`config.mk`:
```
export PLATFORM = sky130hd
export DESIGN_NAME = rounded_corner_alpha_mask
export DESIGN_NICKNAME = d
export VERILOG_FILES = /design/src/sv/rcam_pkg.sv /design/src/sv/rounded_corner_alpha_mask.sv
export SDC_FILE = /design/constraint.sdc
export NUM_CORES = 1
export LEC_CHECK = 0
export BUFFER_PORTS_ARGS = -buffer_cell sky130_fd_sc_hd__buf_2
export CELL_PAD_IN_SITES_DETAIL_PLACEMENT = 0
export CELL_PAD_IN_SITES_GLOBAL_PLACEMENT = 1
export CORE_ASPECT_RATIO = 1.5
export CORE_MARGIN = 5
export CORE_UTILIZATION = 35
export DETAILED_ROUTE_END_ITERATION = 10
export PLACE_DENSITY_LB_ADDON = 0.12
export SYNTH_ARGS = -nofsm -noshare
export SYNTH_HDL_FRONTEND = slang
export SYNTH_SLANG_ARGS = --single-unit
```
`constraint.sdc`:
```
create_clock -name aclk -period 17.9 [get_ports aclk]
set_input_delay 1.79 -clock aclk [delete_from_list [all_inputs] [get_ports aclk]]
set_output_delay 1.79 -clock aclk [all_outputs]
set_load 0.02 [all_outputs]
```
`src/sv/rcam_pkg.sv`:
```
package rcam_pkg;

    localparam int COORD_W    = 10;
    localparam int RADIUS_W   = 11;
    localparam int ALPHA_W    = 8;
    localparam int FRAC_BITS  = 8;
    localparam int MAX_RADIUS = 1024;
    localparam logic [RADIUS_W-1:0] RADIUS_RESET = RADIUS_W'(1);
    localparam logic [RADIUS_W-1:0] RADIUS_MAX   = RADIUS_W'(MAX_RADIUS);

    localparam int SQ_W       = 2 * COORD_W;
    localparam int SUM_W      = SQ_W + 1;
    localparam int ARG_W      = SUM_W + 2 * FRAC_BITS + 1;
    localparam int ROOT_W     = ARG_W / 2;
    localparam int REM_W      = ROOT_W + 2;
    localparam int STEPS      = 2;
    localparam int SQ_STAGES  = (ROOT_W + STEPS - 1) / STEPS;
    localparam int DIFF_W     = ROOT_W + 1;
    localparam int NEG_W      = FRAC_BITS + 1;
    localparam int PROD_W     = NEG_W + FRAC_BITS;

    localparam int S_TDATA_W  = ((2 * COORD_W + 7) / 8) * 8;
    localparam int M_TDATA_W  = ((ALPHA_W + 7) / 8) * 8;

    typedef struct packed {
        logic [REM_W-1:0]  rem;
        logic [ROOT_W-1:0] root;
    } sqrt_state_t;

    function automatic sqrt_state_t sqrt_step(input sqrt_state_t st, input logic [1:0] pair);
        logic [REM_W+1:0] shifted;
        logic [REM_W+1:0] trial;
        sqrt_state_t      res;
        shifted = {st.rem, pair};
        trial   = (REM_W+2)'({st.root, 2'b01});
        if (shifted >= trial) begin
            res.rem  = REM_W'(shifted - trial);
            res.root = {st.root[ROOT_W-2:0], 1'b1};
        end else begin
            res.rem  = REM_W'(shifted);
            res.root = {st.root[ROOT_W-2:0], 1'b0};
        end
        return res;
    endfunction

endpackage

```
`src/sv/rounded_corner_alpha_mask.sv`:
```
// Channel  | Ports                    | Beat contents
// s_       | s_tvalid/tready/tdata    | pixel coordinate (row, col)
// m_       | m_tvalid/tready/tdata    | coverage alpha
// cfg_     | cfg_we/cfg_wdata         | corner radius
//
// One beat per clock is sustained while the output is not stalled; the square
// root resolves its 19 result bits two per pipeline stage over ten stages.
// Reset clears all valid bits and sets the radius to one.
// A stall on the output freezes the whole pipeline; nothing is dropped or repeated.
module rounded_corner_alpha_mask
    import rcam_pkg::*;
(
    input  logic                   aclk,
    input  logic                   aresetn,
    input  logic                   cfg_we,
    input  logic [RADIUS_W-1:0]    cfg_wdata,
    input  logic                   s_tvalid,
    output logic                   s_tready,
    input  logic [S_TDATA_W-1:0]   s_tdata,   // row [9:0], col [19:10], zero pad
    output logic                   m_tvalid,
    input  logic                   m_tready,
    output logic [M_TDATA_W-1:0]   m_tdata    // alpha [7:0]
);

    logic                       adv;
    logic [RADIUS_W-1:0]        radius_reg;

    logic                       v1_reg;
    logic [SQ_W-1:0]            sq_row_reg;
    logic [SQ_W-1:0]            sq_col_reg;
    logic                       v2_reg;
    logic [SUM_W-1:0]           sum_reg;

    logic [SQ_STAGES-1:0]       vs_reg;
    sqrt_state_t                st_reg   [SQ_STAGES];
    sqrt_state_t                st_next  [SQ_STAGES];
    logic [SUM_W-1:0]           arg_reg  [SQ_STAGES];

    logic                       v3_reg;
    logic signed [DIFF_W-1:0]   diff_reg;
    logic signed [DIFF_W-1:0]   diff_next;
    logic [RADIUS_W-1:0]        r_sat;

    logic                       vo_reg;
    logic [ALPHA_W-1:0]         alpha_reg;
    logic [ALPHA_W-1:0]         alpha_next;
    logic [NEG_W-1:0]           neg;
    logic [PROD_W-1:0]          prod;

    assign adv      = !vo_reg || m_tready;
    assign s_tready = adv;
    assign m_tvalid = vo_reg;
    assign m_tdata  = M_TDATA_W'(alpha_reg);

    always_ff @(posedge aclk) begin
        if (!aresetn) begin
            radius_reg <= RADIUS_RESET;
        end else if (cfg_we) begin
            radius_reg <= cfg_wdata;
        end
    end

    always_ff @(posedge aclk) begin
        if (!aresetn) begin
            v1_reg <= 1'b0;
            v2_reg <= 1'b0;
        end else if (adv) begin
            v1_reg <= s_tvalid;
            v2_reg <= v1_reg;
        end
    end

    always_ff @(posedge aclk) begin
        if (adv) begin
            sq_row_reg <= s_tdata[COORD_W-1:0] * s_tdata[COORD_W-1:0];
            sq_col_reg <= s_tdata[2*COORD_W-1:COORD_W] * s_tdata[2*COORD_W-1:COORD_W];
            sum_reg    <= SUM_W'(sq_row_reg) + SUM_W'(sq_col_reg);
        end
    end

    for (genvar k = 0; k < SQ_STAGES; k++) begin : g_sqrt
        logic [SUM_W-1:0] arg_in;
        sqrt_state_t      st_in;
        logic             v_in;
        logic [ARG_W-1:0] n;

        if (k == 0) begin : g_first
            assign arg_in = sum_reg;
            assign st_in  = '0;
            assign v_in   = v2_reg;
        end else begin : g_rest
            assign arg_in = arg_reg[k-1];
            assign st_in  = st_reg[k-1];
            assign v_in   = vs_reg[k-1];
        end

        assign n = {1'b0, arg_in, (2*FRAC_BITS)'(0)};

        always_comb begin
            sqrt_state_t st;
            int          idx;
            st = st_in;
            for (int j = 0; j < STEPS; j++) begin
                idx = ROOT_W - 1 - STEPS * k - j;
                if (idx >= 0) begin
                    st = sqrt_step(st, n[2*idx +: 2]);
                end
            end
            st_next[k] = st;
        end

        always_ff @(posedge aclk) begin
            if (!aresetn) begin
                vs_reg[k] <= 1'b0;
            end else if (adv) begin
                vs_reg[k] <= v_in;
            end
        end

        always_ff @(posedge aclk) begin
            if (adv) begin
                st_reg[k]  <= st_next[k];
                arg_reg[k] <= arg_in;
            end
        end
    end

    always_comb begin
        r_sat     = (radius_reg > RADIUS_MAX) ? RADIUS_MAX : radius_reg;
        diff_next = $signed({1'b0, st_reg[SQ_STAGES-1].root})
                  - $signed(DIFF_W'({r_sat, FRAC_BITS'(0)}));
    end

    always_comb begin
        neg  = NEG_W'(-diff_reg);
        prod = {neg, FRAC_BITS'(0)} - PROD_W'(neg);
        if (diff_reg > 0) begin
            alpha_next = '0;
        end else if (diff_reg >= -$signed(DIFF_W'(1 << FRAC_BITS))) begin
            alpha_next = prod[FRAC_BITS +: ALPHA_W];
        end else begin
            alpha_next = '1;
        end
    end

    always_ff @(posedge aclk) begin
        if (!aresetn) begin
            v3_reg <= 1'b0;
            vo_reg <= 1'b0;
        end else if (adv) begin
            v3_reg <= vs_reg[SQ_STAGES-1];
            vo_reg <= v3_reg;
        end
    end

    always_ff @(posedge aclk) begin
        if (adv) begin
            diff_reg  <= diff_next;
            alpha_reg <= alpha_next;
        end
    end

endmodule

```
**Word level (Yosys, flattened, before mapping)**

Memories as Yosys holds them, arrays and structs flattened.
Index checks and enable logic that the tools add are counted.

- Logic and storage cells: 94
- Bits of input ports: 40
- Register bits: 114
- Bits in writable memories: 610
- Memories kept: 2

- Reduce and logical (&&, ||, !) cells: 2
- Multipliers: 2
- Add/sub/neg operators: 23
- Muxes and demuxes: 23
- Magnitude comparators: 22

Memory list:

| name | depth | bits a word | rd ports | clocked after memory_dff | wr ports | line | source |
|---|---|---|---|---|---|---|---|
| st_reg | 10 | 40 | 10 | 0 | 10 | rounded_corner_alpha_mask.sv:35 | `sqrt_state_t st_reg [SQ_STAGES];` |
| arg_reg | 10 | 21 | 9 | 0 | 10 | rounded_corner_alpha_mask.sv:37 | `logic [SUM_W-1:0] arg_reg [SQ_STAGES];` |

Operator list:

| cell | number |
|---|---|
| $mux 40 | 19 |
| $ge 23x21->1 | 18 |
| $sub 21x21->21 | 18 |
| $mul 10x10->20 | 2 |
| $add 20x20->21 | 1 |
| $ge 20x9->1 const B | 1 |
| $gt 20x1->1 const B | 1 |
| $sub 19x19->20 | 1 |
| $sub 16x9->16 | 1 |
| $gt 11x11->1 const B | 1 |
| $mux 11 | 1 |
| $neg 9->9 | 1 |
| $mux 8 | 1 |
| $mux 1 | 2 |
| $sub 1x1->2 const B | 1 |
| $ge 1x1->1 const B | 1 |
| $logic_not 1->1 | 1 |
| $logic_or 1x1->1 | 1 |

**Depth between registers and ports, before layout**

Gate-level depths: netlist of run 1.
An unclocked memory read counts as a cell.

- Word-level depth: 5
- Gate-level depth with buffers: 23
- Gate-level depth less buffers: 21

**Worst setup path after synthesis of run 1**

OpenSTA, ideal clock, no wires.

- Kind: input-to-output
- Start: in m_tready
- End: out s_tready
- Setup slack: 2.603 ns
- Buffers on the path: 1
- Data arrival time: 13.507 ns
- Cell stages on the path: 3
- Cell sequence: nor2b_1 > inv_1 > clkbuf_1

- Word-level cells in the longest chain between the ends: 1

Ends and longest elaborated chain:

| element | line | source |
|---|---|---|
| from (decl) | rounded_corner_alpha_mask.sv:21 | `input logic m_tready,` |
| $logic_or 1x1->1 | rounded_corner_alpha_mask.sv:50 | `assign adv = !vo_reg \|\| m_tready;` |
| to (decl) | rounded_corner_alpha_mask.sv:18 | `output logic s_tready,` |

No other way between the ends.

==> results.tsv, run 1 <==
metric	value	unit
Synth Instances	3352	
total congestion overflow	0	
insertion delay to the later sink of the worst-skew pair	0.63	ns
switching pwr	2.98	mW
top cells by count, synth	edfxtp_1 (415), inv_1 (360), ha_1 (316)	
final worst slack	10.95	ns
family with the most delay on the worst path	compound AO/OA/AOI/OAI gates	
Max Fanout on Critical Path	18	
max incr delay on CP	0.81	ns
RSZ-0062 raised after global routing	no	
H-tree depth	2	
share of the synthesized area in the top cell type	0.367	
CP Launch Type	register	
Final min period	6.95	ns
endpoints failing setup	0	
via-per-instance ratio	5.16	
num ports	50	
largest net degree at the start of global routing	150	
CTS Root Cell	clkbuf_16	
gr usage total	0.156	
CP most frequent cell	o21ai_0	
post_cts resized	0	
Post-Place Worst Slack	10.84	ns
Remaining DRCs	0	
Sequential Power Share	0.285	
slowest stage cell, crit path	and3b_1	
hold path startpoint	arg_reg[2][5]	
Post-Syn Nets	3811	
synthesized area	34000	um2
LEAKAGE	15.9	nW
Min-Delay Path Class	reg2reg	
final hold violations	0	
Routability Congestion	0.821	
pwr dens	187	nW/um2
internal power	3.99	mW
Detail Placement HPWL	66.2	mm
Yosys top cell by area	edfxtp_1	
#FFs+latches synth	440	
# Max-Cap Violations	0	
CP startpoint	st_reg[6][21]	
most numerous cell in the Yosys netlist	edfxtp_1	
Switching Fraction	0.427	
Clk pwr share	0.147	
clock sinks	440	
Pre-Repair DR Iteration Count	5	
Async SR Flop Fraction	0	
Die W	264	um
Relative slew margins	0.340	
vias in the first global route	25300	
WS Path Type	reg2reg	
core area	96900	um2
vias post-DR	24300	
number of nets in the layout	3846	
Num CTS Buffers	49	
worst endpoint required time	18.26	ns
CTS hold repair buffers	0	
final period utilization	0.388	
YS warnings	0	
VDD IR-drop max	0.0797	mV
DRT iter0 DRCs	1002	
I/O Buffers	45	
final WL	82.7	mm
total setup buffers inserted after CTS	0	
pins over their slew limit	0	
die height	392	um
area grow syn2layout	9.55	%
crit end category	register	
worst slew pin tran	0.990	ns
combinational power share	0.567	
post-synth cell types	107	
final antenna-violating net count	0	
synth top area cells	edfxtp_1 (37%), ha_1 (12%), fa_1 (6.1%), xnor2_1 (4.7%), inv_1 (4.0%)	
routed len/inst	17.6	um
CTS tree	done	
Seq/Total Area, Yosys	0.381	
initial antenna violation count	1	
RR Startpoint	st_reg[6][21]	
max reg flops	278	
row cnt	140	
Cell Chain, Critical Path	ha_1 > o21ai_0 > nor4_1 > o2111ai_1 > a31o_2 > and2_1 > buf_4 > clkinv_1 > mux2i_1 > fa_1 > nor2b_1 > o21a_1 > o21ai_0 > a21oi_1 > a211oi_1 > o31ai_1 > nor3_1 > and3b_1 > mux2_2	
CP Data Arrival Time	7.31	ns
first-pass GRT wire length	132	mm
status	finished, final reports clean	
share of layout cells above drive strength 1	0.0873	
Total Die Area	104000	um2
Peak Freq	0.144	GHz
worst clock skew	0.0656	ns
Crit path buffers/inverters	2	
Avg Inst Size Synth	10.1	um2
Initial Util	0.351	
number of synthesized flops with an enable pin	415	
CTS clk-pin slew, worst paths	0.06	ns
Synth Flop Type	edfxtp_1	
buffer depth of the longest clock path	3	
setup_tns	0	ns
final cells by class:
type                            count  area, um2
Antenna cell                        1       2.50
Clock buffer                       60       1320
Clock inverter                     29        327
Fill cell                        9609      59600
Inverter                          367       1390
Multi-Input combinational cell   2473      19300
Sequential cell                   440      13000
Tap cell                         1278       1600
Timing Repair Buffer               56        320
per-stage QoR:
step,power (mW),utilization,hold WS (ns),instance area (um2),cells
global placement,5.95,0.367,0.401,35600,4614
CTS,7.09,0.384,0.361,37200,4703
finish,6.97,0.384,0.377,37200,4704
global route,7.58,0.384,0.372,37200,4703
detailed placement,6.00,0.367,0.405,35600,4614
floorplan,4.99,-,0.400,34000,3352
power by group through the flow:
stage                     Combinational [mW]  Sequential (mW)  Clock [mW]
final                                   3.95             1.99        1.03
after global routing                    4.44             2.03        1.11
after CTS                               4.01             2.01        1.07
after detailed placement                3.98             2.02           0
after global placement                  3.94             2.02           0
after floorplan                         3.12             1.87           0
path summary, 6_finish.rpt:
path         depth (start not counted)            end  slack (ns)
max                                 19  st_reg[7][35]       10.95
min reg2reg                          0  arg_reg[3][5]        0.38
min                                  0  arg_reg[3][5]        0.38
max reg2reg                         19  st_reg[7][35]       10.95
layout by cell type, fill, tap and decap left out, types with 11 or more instances in the layout:
cell,n
or4_1,11
a21boi_0,23
nand2_1,238
o211ai_1,16
nand4_1,18
o21ai_0,135
xnor2_1,181
mux2i_1,35
nor4_1,33
dfxtp_1,25
ha_1,316
mux2_2,73
buf_2,45
o21a_1,44
xor2_1,71
or2_2,34
nand2b_1,30
nor2_1,207
nor2b_1,55
o21bai_1,30
a21oi_1,189
clkbuf_16,49
a211oi_1,28
edfxtp_1,415
a31oi_1,24
fa_1,103
o31ai_1,30
inv_1,359
and2_1,59
nand3_1,66
or3_1,25
nor3_1,87
and3_1,37
a21o_1,64
logic make-up after synthesis:
| group | after synthesis | share of synthesized area |
|---|---|---|
| AO/OA/AOI/OAI | 718 | 0.142 |
| XOR/XNOR | 253 | 0.0654 |
| adder cells (fa/ha/maj) | 419 | 0.177 |
| buffers and inverters | 439 | 0.0502 |
| flip-flops | 440 | 0.381 |
| multiplexers | 111 | 0.0355 |
| AND/OR/NAND/NOR | 972 | 0.149 |
per-layer routing:
metal  wire (um)  vias up  track usage
met5           0        -            0
met4        2930        0       0.0556
met3        1450      128       0.0155
met2       49200      248        0.333
met1       29100    11700        0.149
li1            -    12100            -
No activity file was read; power rests on OpenSTA's default activity.
==> run 2, diff against run 1 <==
--- a/config.mk
+++ b/config.mk
@@ -5,6 +5,7 @@
 export SDC_FILE = /design/constraint.sdc
 export NUM_CORES = 1
 export LEC_CHECK = 0
+export ABC_AREA = 1
 export BUFFER_PORTS_ARGS = -buffer_cell sky130_fd_sc_hd__buf_2
 export CELL_PAD_IN_SITES_DETAIL_PLACEMENT = 0
 export CELL_PAD_IN_SITES_GLOBAL_PLACEMENT = 1
==> constraint.sdc (replaced) <==
create_clock -name aclk -period 6.62 [get_ports aclk]
set_input_delay 0.662 -clock aclk [delete_from_list [all_inputs] [get_ports aclk]]
set_output_delay 0.662 -clock aclk [all_outputs]
set_load 0.02 [all_outputs]
==> run 2 against run 1 <==
Worst hold slack got worse by 0.11 ns. Clock power rose to 2.6 times the previous value. Final cell count up 26%. Sequential power rose to 2.7 times the previous value. Final area is 5.7% higher. Largest power group unchanged.
==> results.tsv, run 2 <==
metric	value	unit	change
status	finished, final reports clean		
Post-Syn Nets	4985		+31%
most common cell after layout, fill and taps aside	nand2_1		
number of nets in the layout	5023		+31%
H-tree depth	2		unchanged
insertion delay to the later sink of the worst-skew pair	0.62	ns	about the same
Detail Placement HPWL	79.3	mm	+20%
worst clock skew	0.0337	ns	-0.0320 ns
total congestion overflow	0		unchanged
most numerous cell in the Yosys netlist	nand2_1		
vias post-DR	28300		+17%
gr usage total	0.172		+0.0164
#FFs+latches synth	440		unchanged
worst endpoint required time	6.97	ns	-11.29 ns
I/O Buffers	45		unchanged
initial antenna violation count	0		-1
final hold violations	0		unchanged
final antenna-violating net count	0		unchanged
Max Fanout on Critical Path	18		unchanged
core area	103000	um2	+6.0%
Peak Freq	0.195	GHz	+36%
share of layout cells above drive strength 1	0.0619		-0.0254
routed len/inst	16.2	um	-7.7%
Final min period	5.12	ns	-1.83 ns
Async SR Flop Fraction	0		unchanged
Power Total	20.1	mW	+190%
DRT iter0 DRCs	1254		+25%
# diodes	0		-1
Pre-Repair DR Iteration Count	7		+2
vias in the first global route	29100		+15%
Synth Instances	4526		+35%
buffer depth of the longest clock path	3		unchanged
Post-DP Area	37700	um2	+6.0%
DP Cell Count	5828		+26%
fin cells	5916		+26%
Num CTS Buffers	48		-2.0%
CP Launch Type	register		
Seq/Total Area, Yosys	0.359		-0.0227
Avg Inst Size Synth	7.99	um2	-21%
crit end category	register		
post-route cell area	39300	um2	+5.7%
Remaining DRCs	0		unchanged
die height	404	um	+3.0%
CTS Root Cell	clkbuf_16		
post_cts resized	0		unchanged
num ports	50		unchanged
CTS hold repair buffers	0		unchanged
R2R Setup Slk	1.50	ns	-9.45 ns
WS Path Type	reg2reg		
Total Die Area	110000	um2	+6.1%
Final Util	0.383		-0.00127
Min-Delay Path Class	in2reg		
via-per-instance ratio	4.78		-7.3%
total setup buffers inserted after CTS	0		unchanged
# Max-Cap Violations	0		unchanged
final period utilization	0.773		+0.385
pwr dens	512	nW/um2	+170%
post-synth cell types	52		-51%
max reg flops	278		unchanged
most frequent cells in the layout	nand2_1 (1155), inv_1 (724), edfxtp_1 (415)		
final WL	96.0	mm	+16%
row cnt	144		+2.9%
VDD IR-drop max	0.261	mV	+230%
CTS clk-pin slew, worst paths	0.06	ns	about the same
synthesized area	36100	um2	+6.3%
worst slew pin tran	0.999	ns	+0.00912 ns
Routability Congestion	0.843		+2.8%
pins over their slew limit	0		unchanged
Yosys top cell by area	edfxtp_1		
RSZ-0062 raised after global routing	no		
CTS tree	done		
area grow syn2layout	8.86	%	
synth top area cells	edfxtp_1 (34%), nand2_1 (12%), ha_1 (11%), inv_1 (7.5%), fa_1 (5.7%)		
clock sinks	440		unchanged
LEAKAGE	19.5	nW	+23%
share of the synthesized area in the top cell type	0.345		-0.0219
Die W	272	um	+3.0%
setup_tns	0	ns	unchanged
top cells by count, synth	nand2_1 (1155), inv_1 (725), edfxtp_1 (415)		
endpoints failing setup	0		unchanged
YS warnings	0		unchanged
Relative slew margins	0.334		-0.00558
Initial Util	0.352		+0.00106
first-pass GRT wire length	152	mm	+15%
largest net degree at the start of global routing	135		-10%
CP Data Arrival Time	5.47	ns	-1.84 ns
number of synthesized flops with an enable pin	415		unchanged
Synth Flop Type	edfxtp_1		
-- run 2: changes by cell type after synthesis, moves of 62 or more --
cell     delta
o21ai_0    +66
nand4_1    +62
inv_1     +365
xor2_1     +71
nand2_1   +917
mux2_2     -73
nor2_1    +168
nand3_1   +210
xnor2_1    -99
-- run 2: per-layer routing --
layer  up-vias  global-route usage  part of all wire
li1      14900                   -                 -
met1     13000               0.173              0.37
met2       232               0.363              0.58
met3       116              0.0156             0.017
met4         0              0.0545             0.034
met5         -                   0                 0
-- run 2: cell families (layout without fill, tap and decap cells) --
| kind of cell | count (synthesis) | in the layout | synth area share |
|---|---|---|---|
| AND/OR/NAND/NOR | 2060 | 2060 | 0.245 |
| buffers and inverters | 817 | 893 | 0.0882 |
| AO/OA/AOI/OAI | 564 | 564 | 0.0867 |
| flip-flops | 440 | 440 | 0.359 |
| adder cells (fa/ha/maj) | 419 | 419 | 0.166 |
| XOR/XNOR | 224 | 224 | 0.0543 |
| multiplexers | 2 | 2 | 0.000554 |
-- run 2: final cells by class --
type                       instances  area (um2)
tap                             1314        1640
clock buffer                      61        1300
inverter                         749        2820
sequential                       440       13000
timing repair buffer              56         320
clock inverter                    27         303
multi-input combinational       3269       20000
fill                           10800       63300
-- run 2: worst paths after layout --
path            startpoint  cells after the start             to
max          st_reg[7][15]                     19  st_reg[8][36]
min           cfg_wdata[7]                      3  radius_reg[7]
max reg2reg  st_reg[7][15]                     19  st_reg[8][36]
min reg2reg  arg_reg[2][2]                      0  arg_reg[3][2]
-- run 2: critical path, stage by stage (launching register included) --
cell	delay, ns
edfxtp_1	0.57
inv_1	0.14
ha_1	0.36
nand2_1	0.11
nor3_1	0.39
nand2_1	0.10
nand3_1	0.11
inv_1	0.24
o21ai_0	0.50
ha_1	0.38
a21oi_1	0.25
inv_1	0.06
o21ai_0	0.15
o2111ai_1	0.11
a31oi_1	0.45
nand2_1	0.10
nor2_1	0.16
nand3_2	0.37
nand2_1	0.19
nand2_1	0.10
-- run 2: power by group --
part	leakage (nW)	internal (mW)	switching, mW	total (mW)
combinational	14.3	4.16	7.91	12.1
sequential	4.34	4.66	0.680	5.34
clock	0.787	1.57	1.15	2.72
total	19.5	10.4	9.74	20.1
-- run 2: metrics by stage --
| step | worst slack, ns | hold WS (ns) |
|---|---|---|
| floorplan | 1.27 | 0.400 |
| global placement | 0.964 | 0.400 |
| detailed placement | 0.966 | 0.405 |
| CTS | 1.38 | 0.229 |
| global route | 0.874 | 0.261 |
| finish | 1.50 | 0.270 |
==> run 3, diff against run 2 <==
==> constraint.sdc (replaced) <==
create_clock -name aclk -period 4.95 [get_ports aclk]
set_input_delay 0.495 -clock aclk [delete_from_list [all_inputs] [get_ports aclk]]
set_output_delay 0.495 -clock aclk [all_outputs]
set_load 0.02 [all_outputs]
==> run 3 against run 2 <==
Clock power rose by 30%. Combinational power increased by 39%. Routed wire length up 1.8%. Global-route usage grew 0.36 points. Non-clock buffer count is 150 higher. Sequential power rose by 35%. Sequential share of layout area is 0.95 points lower. Highest routed layer unchanged.
==> results.tsv, run 3 (synthesis gave the netlist of run 2 again) <==
metric	value	unit	change
final hold violations	0		unchanged
Remaining DRCs	0		unchanged
Die W	272	um	unchanged
# Max-Cap Violations	0		unchanged
worst endpoint required time	5.29	ns	-1.68 ns
share of layout cells above drive strength 1	0.0909		+0.0290
pins over their slew limit	0		unchanged
register area	13000	um2	unchanged
hold path startpoint	cfg_wdata[8]		
largest net degree at the start of global routing	122		-9.6%
CTS hold repair buffers	0		unchanged
initial antenna violation count	1		+1
insertion delay to the later sink of the worst-skew pair	0.62	ns	about the same
Max Fanout on Critical Path	25		+7
Routability Congestion	0.844		about the same
endpoints failing setup	0		unchanged
DRT iter0 DRCs	1204		-4.0%
final antenna-violating net count	0		unchanged
final period utilization	0.921		+0.148
final worst slack	0.392	ns	-1.11 ns
CTS clk-pin slew, worst paths	0.07	ns	about the same
Initial Util	0.352		unchanged
row cnt	144		unchanged
gr usage total	0.176		+0.00359
core area	103000	um2	unchanged
vias post-DR	28800		+2.0%
routed len/inst	16.1	um	-0.70%
Final min period	4.56	ns	-0.559 ns
# fillers	10800		-0.30%
RR Startpoint	st_reg[6][20]		
vias in the first global route	29700		+2.3%
buffer depth of the longest clock path	3		unchanged
CTS tree	done		
CP Launch Type	register		
area grow syn2layout	12.1	%	
most frequent cells in the layout	nand2_1 (1155), inv_1 (724), edfxtp_1 (415)		
worst slew pin tran	1.04	ns	+0.0440 ns
worst clock skew	0.0357	ns	+0.00202 ns
WS Path Type	reg2reg		
Num CTS Buffers	48		unchanged
Post-Place Worst Slack	-0.0918	ns	-1.06 ns
die height	404	um	unchanged
footprint of the multi-input gates	20000	um2	about the same
first-pass GRT wire length	156	mm	+2.3%
max reg flops	278		unchanged
number of nets in the layout	5173		+3.0%
LEAKAGE	20.2	nW	+3.5%
I/O Buffers	45		unchanged
RSZ-0062 raised after global routing	yes		
Detail Placement HPWL	81.7	mm	+3.0%
total congestion overflow	0		unchanged
most common cell after layout, fill and taps aside	nand2_1		
Pre-Repair DR Iteration Count	5		-2
pwr dens	680	nW/um2	+33%
VDD IR-drop max	0.404	mV	+55%
crit end category	register		
H-tree depth	2		unchanged
# diodes	0		unchanged
via-per-instance ratio	4.76		-0.54%
Relative slew margins	0.305		-0.0294
Total Die Area	110000	um2	unchanged
Peak Freq	0.219	GHz	+12%
status	finished, final reports clean		
Min-Delay Path Class	in2reg		
CP startpoint	st_reg[6][20]		
num ports	50		unchanged
CP Data Arrival Time	4.89	ns	-0.58 ns
CTS Root Cell	clkbuf_16		
clock sinks	440		unchanged
setup_tns	0	ns	unchanged
final WL	97.8	mm	+1.8%
run 3: where the power goes:
group | switching [mW] | leakage, nW | internal [mW]
Combinational | 10.6 | 15.1 | 6.20
Clock | 1.53 | 0.725 | 2.00
Sequential | 0.955 | 4.34 | 6.24
Total | 13.1 | 20.2 | 14.4
run 3: path summary, 6_finish.rpt:
path | endpoint | slack, ns | cells past startpoint
setup reg to reg | st_reg[7][35] | 0.39 | 23
setup / recovery | st_reg[7][35] | 0.39 | 23
hold / removal | radius_reg[8] | 0.09 | 3
hold reg to reg | arg_reg[1][11] | 0.42 | 0
run 3: layout make-up:
cell class,instances,area share
sequential,440,0.320
inverter,749,0.0696
timing repair buffer,206,0.0382
clock inverter,33,0.00781
multi-input combinational,3269,0.494
clock buffer,55,0.0303
tap,1314,0.0406
run 3: what timing repair did:
item	CTS	global route
endpoints found under the setup margin	0	31
endpoints found under the hold margin	0	0
buffers inserted	0	0
gates resized for setup	0	3
run 3: per-layer routing:
metal  up-vias  global-route usage  part of all wire
met5         -                   0                 0
met4         0              0.0562             0.035
met3       136              0.0148             0.015
met2       224               0.369              0.58
met1     13300               0.178              0.37
li1      15200                   -                 -
run 3: critical path, stage by stage, from the launching register on:
cell and delay [ns]:
edfxtp_1 0.45, inv_1 0.12, ha_1 0.23, fa_1 0.46
nand2_1 0.10, inv_1 0.05, nand2_1 0.05, nand2_1 0.08
a21boi_1 0.28, o21ai_0 0.22, or2_2 0.31, nand3_1 0.07
o21a_1 0.18, inv_1 0.06, ha_1 0.28, a21oi_1 0.23
o21ai_0 0.13, a21oi_1 0.13, o21a_1 0.18, nand2_1 0.10
nor2_4 0.15, nand2_4 0.21, nand2_1 0.11, o21ai_1 0.10
run 3: stage by stage:
step / cell area (um2) / power [mW] / instances / hold WS (ns) / utilization
2_1_floorplan: 36200 / 19.0 / 4526 / 0.400 / -
3_5_place_dp: 39000 / 24.3 / 5978 / 0.406 / 0.379
4_1_cts: 40500 / 28.1 / 6066 / 0.0460 / 0.394
3_3_place_gp: 39000 / 24.4 / 5978 / 0.401 / 0.379
6_report: 40500 / 27.5 / 6066 / 0.0934 / 0.395
5_1_grt: 40500 / 30.4 / 6066 / 0.0752 / 0.395
